### src/rtl/core/vbpd_pkg.sv
`timescale 1ns / 1ps
`default_nettype none
// ----------------------------------------------------------------------------
// vbpd_pkg
// Shared types and constants for the variable-byte posting decoder.
// ----------------------------------------------------------------------------
package vbpd_pkg;

  localparam int VALUE_WIDTH = 32;
  localparam int OUT_WIDTH   = 32;
  localparam int CNT_WIDTH   = 32;
  localparam int ADDR_WIDTH  = 4;
  localparam int DATA_WIDTH  = 32;

  // register index, taken from paddr[3:2]
  typedef enum logic [1:0] {
    REG_CONT_STYLE = 2'd0,
    REG_LAYOUT     = 2'd1,
    REG_LIST_LEN   = 2'd2,
    REG_UNUSED     = 2'd3
  } reg_idx_t;

  typedef enum logic [1:0] {
    LAYOUT_ID_SUM  = 2'd0,
    LAYOUT_RAW     = 2'd1,
    LAYOUT_ID_ONLY = 2'd2,
    LAYOUT_POS_SUM = 2'd3
  } layout_t;

  typedef enum logic {
    CONT_HIGH_BIT = 1'b0,
    CONT_LOW_BIT  = 1'b1
  } cont_style_t;

  typedef enum logic {
    KIND_ID   = 1'b0,
    KIND_FREQ = 1'b1
  } kind_t;

  typedef struct packed {
    logic [OUT_WIDTH-1:0] value;
    kind_t                kind;
    logic                 last;
  } result_t;

endpackage : vbpd_pkg
`default_nettype wire

### src/rtl/core/varbyte_posting_decoder.sv
`timescale 1ns / 1ps
`default_nettype none
// ----------------------------------------------------------------------------
// varbyte_posting_decoder
// Decodes a variable-byte posting stream byte by byte, with d-gap and
// position prefix summing, and emits ids and frequencies or positions.
// ----------------------------------------------------------------------------
// output: the result of the byte that ends an integer is registered into the
//   output register, or into the skid register while out_stall holds the output
// throughput: one byte per cycle while in_stall is low, set by the accumulator
//   and list-state feedback loop; a two-entry output buffer holds a stalled result
// reset: synchronous on rst; list state, accumulator and output buffer clear,
//   registers return to high-bit continuation, layout 0 and one posting a list
module varbyte_posting_decoder
  import vbpd_pkg::*;
(
  input  wire logic                  clk,
  input  wire logic                  rst,
  // byte input
  input  wire logic                  in_valid,
  output      logic                  in_stall,
  input  wire logic [7:0]            in_byte,
  // result output
  output      logic                  out_valid,
  input  wire logic                  out_stall,
  output      logic [OUT_WIDTH-1:0]  value,
  output      logic                  kind,
  output      logic                  last_of_list,
  // configuration
  input  wire logic                  psel,
  input  wire logic                  penable,
  input  wire logic                  pwrite,
  input  wire logic [ADDR_WIDTH-1:0] paddr,
  input  wire logic [DATA_WIDTH-1:0] pwdata,
  output      logic [DATA_WIDTH-1:0] prdata,
  output      logic                  pready
);

  // configuration registers
  cont_style_t          cont_style;
  layout_t              layout;
  logic [CNT_WIDTH-1:0] list_postings;

  // decode state
  logic [VALUE_WIDTH-1:0] acc, acc_next;
  logic                   second_half, second_half_next;
  logic [VALUE_WIDTH-1:0] id_sum, id_sum_next;
  logic [CNT_WIDTH-1:0]   postings_done, postings_done_next;
  logic [VALUE_WIDTH-1:0] prev_term, prev_term_next;
  logic                   prev_term_valid, prev_term_valid_next;
  logic [VALUE_WIDTH-1:0] pos_sum, pos_sum_next;

  // output buffer
  result_t out_reg, skid_reg;
  logic    skid_valid;

  logic                   in_fire, take;
  logic [6:0]             payload;
  logic                   more;
  logic [VALUE_WIDTH-1:0] acc_shifted;
  logic                   res_valid;
  result_t                res;
  logic                   list_end;
  logic [CNT_WIDTH:0]     done_plus1;
  reg_idx_t               wr_idx, rd_idx;
  logic                   cfg_wr;

  assign pready   = 1'b1;
  assign in_stall = skid_valid;
  assign in_fire  = in_valid && !in_stall;
  assign take     = out_valid && !out_stall;

  // ---------------- configuration port ----------------
  assign cfg_wr = psel && penable && pwrite && pready;
  assign wr_idx = reg_idx_t'(paddr[3:2]);
  assign rd_idx = reg_idx_t'(paddr[3:2]);

  always_ff @(posedge clk) begin
    if (rst) begin
      cont_style    <= CONT_HIGH_BIT;
      layout        <= LAYOUT_ID_SUM;
      list_postings <= CNT_WIDTH'(1);
    end else if (cfg_wr) begin
      unique case (wr_idx)
        REG_CONT_STYLE: cont_style    <= cont_style_t'(pwdata[0]);
        REG_LAYOUT:     layout        <= layout_t'(pwdata[1:0]);
        REG_LIST_LEN:   list_postings <= pwdata[CNT_WIDTH-1:0];
        default: ;
      endcase
    end
  end

  always_comb begin
    prdata = '0;
    unique case (rd_idx)
      REG_CONT_STYLE: prdata[0]           = cont_style;
      REG_LAYOUT:     prdata[1:0]         = layout;
      REG_LIST_LEN:   prdata[CNT_WIDTH-1:0] = list_postings;
      default: ;
    endcase
  end

  // ---------------- byte decode ----------------
  always_comb begin
    if (cont_style == CONT_LOW_BIT) begin
      payload = in_byte[7:1];
      more    = in_byte[0];
    end else begin
      payload = in_byte[6:0];
      more    = in_byte[7];
    end
  end

  assign acc_shifted = {acc[VALUE_WIDTH-8:0], payload};
  assign done_plus1  = {1'b0, postings_done} + (CNT_WIDTH+1)'(1);

  always_comb begin
    acc_next             = acc;
    second_half_next     = second_half;
    id_sum_next          = id_sum;
    postings_done_next   = postings_done;
    prev_term_next       = prev_term;
    prev_term_valid_next = prev_term_valid;
    pos_sum_next         = pos_sum;
    res_valid            = 1'b0;
    res.value            = OUT_WIDTH'(acc_shifted);
    res.kind             = KIND_ID;
    res.last             = 1'b0;
    list_end             = 1'b0;

    if (in_fire) begin
      if (more) begin
        acc_next = acc_shifted;
      end else begin
        acc_next  = '0;
        res_valid = 1'b1;
        if (layout == LAYOUT_ID_ONLY) begin
          second_half_next = 1'b0;
          list_end         = 1'b1;
        end else if (!second_half) begin
          second_half_next = 1'b1;
          if (layout == LAYOUT_ID_SUM) begin
            id_sum_next = id_sum + acc_shifted;
            res.value   = OUT_WIDTH'(id_sum + acc_shifted);
          end else if (layout == LAYOUT_POS_SUM &&
                       !(prev_term_valid && prev_term == acc_shifted)) begin
            // a new term restarts the position sum
            prev_term_next       = acc_shifted;
            prev_term_valid_next = 1'b1;
            pos_sum_next         = '0;
          end
        end else begin
          res.kind         = KIND_FREQ;
          second_half_next = 1'b0;
          list_end         = 1'b1;
          if (layout == LAYOUT_POS_SUM) begin
            pos_sum_next = pos_sum + acc_shifted;
            res.value    = OUT_WIDTH'(pos_sum + acc_shifted);
          end
        end

        if (list_end) begin
          if (done_plus1 >= {1'b0, list_postings}) begin
            res.last             = 1'b1;
            second_half_next     = 1'b0;
            id_sum_next          = '0;
            postings_done_next   = '0;
            prev_term_next       = '0;
            prev_term_valid_next = 1'b0;
            pos_sum_next         = '0;
          end else begin
            postings_done_next = done_plus1[CNT_WIDTH-1:0];
          end
        end
      end
    end
  end

  always_ff @(posedge clk) begin
    if (rst) begin
      acc             <= '0;
      second_half     <= 1'b0;
      id_sum          <= '0;
      postings_done   <= '0;
      prev_term       <= '0;
      prev_term_valid <= 1'b0;
      pos_sum         <= '0;
    end else begin
      acc             <= acc_next;
      second_half     <= second_half_next;
      id_sum          <= id_sum_next;
      postings_done   <= postings_done_next;
      prev_term       <= prev_term_next;
      prev_term_valid <= prev_term_valid_next;
      pos_sum         <= pos_sum_next;
    end
  end

  // ---------------- output register and skid ----------------
  always_ff @(posedge clk) begin
    if (rst) begin
      out_valid  <= 1'b0;
      skid_valid <= 1'b0;
    end else if (!out_valid || take) begin
      if (skid_valid) begin
        out_valid  <= 1'b1;
        skid_valid <= 1'b0;
      end else begin
        out_valid  <= res_valid;
      end
    end else if (res_valid) begin
      skid_valid <= 1'b1;
    end
  end

  always_ff @(posedge clk) begin
    if (!out_valid || take) begin
      if (skid_valid) begin
        out_reg <= skid_reg;
      end else if (res_valid) begin
        out_reg <= res;
      end
    end else if (res_valid) begin
      skid_reg <= res;
    end
  end

  assign value        = out_reg.value;
  assign kind         = out_reg.kind;
  assign last_of_list = out_reg.last;

  // ---------------- assertions ----------------
  a_skid_needs_out: assert property (@(posedge clk) disable iff (rst)
    skid_valid |-> out_valid)
    else $error("skid entry held while output register empty");

  a_blocked_result_to_skid: assert property (@(posedge clk) disable iff (rst)
    (res_valid && out_valid && out_stall) |=> skid_valid)
    else $error("result lost while output stalled");

  a_acc_clears: assert property (@(posedge clk) disable iff (rst)
    (in_fire && !more) |=> (acc == '0))
    else $error("accumulator not cleared after end of integer");

  a_list_end_clears: assert property (@(posedge clk) disable iff (rst)
    (res_valid && res.last) |=> (postings_done == '0 && !second_half &&
                                 !prev_term_valid))
    else $error("list state not cleared at end of list");

endmodule : varbyte_posting_decoder
`default_nettype wire

### config.mk
export PLATFORM = sky130hd
export DESIGN_NAME = varbyte_posting_decoder
export DESIGN_NICKNAME = d
export VERILOG_FILES = /design/src/rtl/core/vbpd_pkg.sv /design/src/rtl/core/varbyte_posting_decoder.sv
export SDC_FILE = /design/constraint.sdc
export NUM_CORES = 1
export LEC_CHECK = 0
export BUFFER_PORTS_ARGS = -buffer_cell sky130_fd_sc_hd__buf_2
export CORE_MARGIN = 1
export CORE_UTILIZATION = 60
export CTS_BUF_LIST = sky130_fd_sc_hd__clkbuf_8
export DETAILED_ROUTE_END_ITERATION = 6
export PLACE_DENSITY_LB_ADDON = 0.3
export SYNTH_ARGS = -nofsm -noshare
export SYNTH_HDL_FRONTEND = slang
export SYNTH_SLANG_ARGS = --single-unit
### constraint.sdc
create_clock -name clk -period 11.95 [get_ports clk]
set_input_delay 0.5975 -clock clk [delete_from_list [all_inputs] [get_ports clk]]
set_output_delay 0.5975 -clock clk [all_outputs]
set_load 0.01 [all_outputs]
# After elaboration in Yosys (flattened, before gate mapping)
# Cells that the tools add are included.
# Widths: inputs -> output; s select.
totals:
  input_bits: 51
  reg_bits: 260
  out_inout_bits: 69
  word_cells: 103
classes:
  add_sub_neg: 3
  n_bitwise: 2
  reduce_logical: 22
  order_cmp: 1
  eq_ne: 5
  muxes: 52
op_table:
  columns: ["cell", "count"]
  rows:
  - ["$mux 32", 22]
  - ["$mux 34", 4]
  - ["$add 32x32->32", 2]
  - ["$add 32x1->33 const B", 1]
  - ["$ge 33x32->1", 1]
  - ["$mux 33", 1]
  - ["$eq 32x32->1", 1]
  - ["$mux 30", 1]
  - ["$mux 25", 1]
  - ["$mux 1", 20]
  - ["$reduce_and 2->1", 6]
  - ["$mux 7", 1]
  - ["$eq 2x2->1 const B", 3]
  - ["$logic_and 1x1->1", 6]
  - ["$logic_not 1->1", 4]
  - ["$logic_not 2->1", 2]
  - ["$pmux 1 s3", 1]
  - ["$reduce_and 3->1", 1]
  - ["$eq 2x1->1 const B", 1]
  - ["$not 1->1", 2]
  - ["$pmux 1 s2", 1]
  - ["$reduce_bool 2->1", 1]
  - ["$reduce_or 2->1", 1]
  - ["$logic_or 1x1->1", 1]

# Longest topological paths before layout
logic_depth:
  depth_word: 11
  mapped_depth: 24
  mapped_depth_nobuf: 20

# Worst setup path after synthesis
# OpenSTA, ideal clock, no wires.
synth_timing:
  path_kind: "register to register"
  startpoint: "reg postings_done[9]"
  endpoint: "reg id_sum[31]"
  synth_period_minus_slack_ps: 4140
  setup_ps: 74
  t_required_ps: 11876
  t_arrival_ps: 4066
  path_buffers: 2
  path_stages_with_launch: 23
  setup_slack_ps: 7810
  path_cell_list: "dfxtp_1 > buf_2 > and4_1 > and3_1 > nand2_1 > nor3_2 > and3_1 > and3_1 > buf_4 > nand2_2 > nor2_1 > xor2_1 > ha_1 > nand4_1 > or2_2 > a21oi_1 > o31a_1 > a211o_1 > o31a_2 > a31o_4 > a211o_1 > or3_1 > a31oi_1"
synth_via:
  elab_chain_len: 4
synth_lines:
  columns: ["element", "line_no", "text"]
  rows:
  - ["start: declaration", "varbyte_posting_decoder.sv:48", "logic [CNT_WIDTH-1:0] postings_done, postings_done_next;"]
  - ["start signal: assignment", "varbyte_posting_decoder.sv:192", "postings_done <= postings_done_next;"]
  - ["$add 32x1->33", "varbyte_posting_decoder.sv:115", "assign done_plus1 = {1'b0, postings_done} + (CNT_WIDTH+1)'(1);"]
  - ["$ge 33x32->1", "varbyte_posting_decoder.sv:163", "if (done_plus1 >= {1'b0, list_postings}) begin"]
  - ["$mux 32", "varbyte_posting_decoder.sv:163", null]
  - ["$mux 32", "varbyte_posting_decoder.sv:162", "if (list_end) begin"]
  - ["end signal: assignment", "varbyte_posting_decoder.sv:191", "id_sum <= id_sum_next;"]
  - ["end: declaration", "varbyte_posting_decoder.sv:47", "logic [VALUE_WIDTH-1:0] id_sum, id_sum_next;"]
# No other way between the ends.
# A chain may end at the register's enable or synchronous reset.

# Worst setup path after layout
layout_timing:
  startpoint: "reg postings_done[9]"
  endpoint: "reg id_sum[30]"
# Same word-level chain as after synthesis.

==> results.tsv <==
metric	value	unit
cp.required	12430	ps
drtIter0Drc	1287	
clockBufferDepth	3	
die_h	162.7	µm
nets	1987	
place_inst	2119	
dr_total_vias	13651	
async_flop_share	0	%
cts-resized-gates	0	
holdWs	270.3	ps
fp.coreArea	25250	µm²
synthFlopType	dfxtp_1	
slowest_stage	a21oi_4	
gp_congestion	0.9321	
dp_hpwl	29.34	mm
overflow	0	
crit_top_cell	and3_1	
die_width	162.7	µm
numCtsBuffers	44	
drive_gt1_share	13.23	%
n_antenna_cell	0	
path_clk_slew	60	ps
drcViolationCount	0	
period_needed	5470	ps
setup_ws	6480	ps
final_area	17040	µm²
worstMarginPinSlew	1150	ps
syn_to_final_growth	10.01	%
maxSlewViolCount	0	
synth.ff_latch_count	260	
fillers	2064	
synth_area	15490	µm²
max_slew_margin	23.17	%
cp-start-kind	flop	
synthCells	1756	
power_density	109.3	nW/µm²
final_cell_mix	nand2_1, dfxtp_1, a21oi_1	
drv_cap	0	
design_power_total	1.862	mW
largest_reg_flops	34	
utilization	67.48	%
yosysUniqueCellTypes	88	
final_common_cell	nand2_1	
cts_tree	yes	
wl	41.70	mm
antenna_found_initial	0	
place_area	16190	µm²
grt_pass1_wl	66.51	mm
cts_hold_buf	0	
cts_setup_buffers	0	
hold_viol_final	0	
clock_skew	37.86	ps
synth_fp_nets	1908	
grt_pass1_vias	12763	
io_pins	120	
avgSynthCellArea	8.822	µm²
htree_levels	2	
avgViaCountPerCell	6.213	
timing.final.crit_share	45.77	%
dp_slack	6575	ps
core.rowCount	58	
ir_drop	0.1073	mV
power.leakage	7.247	nW
grt_usage	31.54	%
fmax	0.1828	GHz
port_buffers	116	
die_area	26460	µm²
worstPathArrival	5950	ps
grt_max_degree	73	
rsz0062_at_grt	false	
initial_core_util	61.34	%
yosysWarnings	0	
ant_nets	0	
reg2reg_slack	6480	ps
setup_viol	0	
drt-pass1-iter-count	7	
critical_path_peak_fanout	27	
fin_cells	2197	
cts_root_buf	clkbuf_8	
setup_tns	0	ps
crit_path_cell_trace	and4_1 > and3_1 > nand2_1 > nor3_2 > and3_1 > and3_1 > nand2_2 > nor2_1 > xor2_1 > ha_1 > nand4_1 > or2_2 > a21oi_1 > o31a_1 > a211o_1 > o31a_2 > a31o_4 > a21o_1 > buf_4 > a21oi_4 > a22o_1	
cts.sinks	260	
hold_class	input port to flop	
ys_seq_area_share	37.99	%
slowest_delay	700	ps
wl_per_cell	18.98	µm
clock_latency	570	ps
worst_setup_path_end_kind	flop	
status	complete, no violations	
synth_edf_count	68	
critPathKind	flop to flop	
==> synthesized netlist by cell type (57+ instances only) <==
cell type | instances | share of area, %
clkbuf_1 | 69 | 1.7
edfxtp_1 | 68 | 13
inv_1 | 71 | 1.7
nor2_1 | 110 | 2.7
xor2_1 | 66 | 3.7
a22o_1 | 63 | 3.6
a21oi_1 | 153 | 4.9
dfxtp_1 | 192 | 25
o21ai_0 | 57 | 1.8
ha_1 | 99 | 8.0
xnor2_1 | 70 | 4.0
nand2_1 | 216 | 5.2
==> kinds of logic after synthesis <==
group | share of synthesized area [%]
AO/OA/AOI/OAI | 22.40
XOR/XNOR | 7.689
adder cells (fa/ha/maj) | 8.255
buffers and inverters | 4.612
flip-flops | 37.99
multiplexers | 2.213
other | 0.02421
AND/OR/NAND/NOR | 16.82
==> final timing paths <==
| kind | start | to | depth (start not counted) |
|---|---|---|---|
| worst max-delay path | postings_done[9] | id_sum[30] | 21 |
| worst min-delay path | pwdata[22] | list_postings[22] | 3 |
| worst max register to register | postings_done[9] | id_sum[30] | 21 |
| worst min register to register | id_sum[25] | id_sum[25] | 2 |
==> metal layers <==
| metal | track usage (%) | vias to the layer above | share of wire, % |
|---|---|---|---|
| li1 | - | 6484 | - |
| met1 | 42.87 | 6512 | 44 |
| met2 | 50.95 | 561 | 46 |
| met3 | 4.813 | 94 | 7.1 |
| met4 | 10.92 | 0 | 2.8 |
| met5 | 0 | - | 0 |
==> worst max-delay path, delay by kind of cell (launching register included) <==
kind,cells,cell delay (ps)
AOI/OAI and AO/OA,8,2160
xor gates and xnor gates,1,200
adders and majority gates,1,270
buffers and inverters,1,270
DFF,1,480
and+or+nand+nor,10,1970
==> cell type report <==
| cell class | count | area, µm² | area share [%] |
|---|---|---|---|
| inverters | 72 | 270.3 | 1.586 |
| multi-input cells | 1325 | 8921 | 52.35 |
| clock buffers | 52 | 715.7 | 4.200 |
| clock inverters | 26 | 135.1 | 0.7930 |
| well taps | 330 | 412.9 | 2.423 |
| flip-flops and latches | 260 | 5886 | 34.54 |
| repair buffers | 132 | 700.7 | 4.112 |
==> where the power goes <==
group | total [mW] | switching [mW] | internal (mW) | leakage [nW]
logic | 0.157 | 0.104 | 0.0532 | 4.54
registers | 0.926 | 0.00968 | 0.916 | 2.20
clock network | 0.779 | 0.364 | 0.416 | 0.509
total | 1.86 | 0.477 | 1.38 | 7.25
Power figures use the tool's default switching activity.
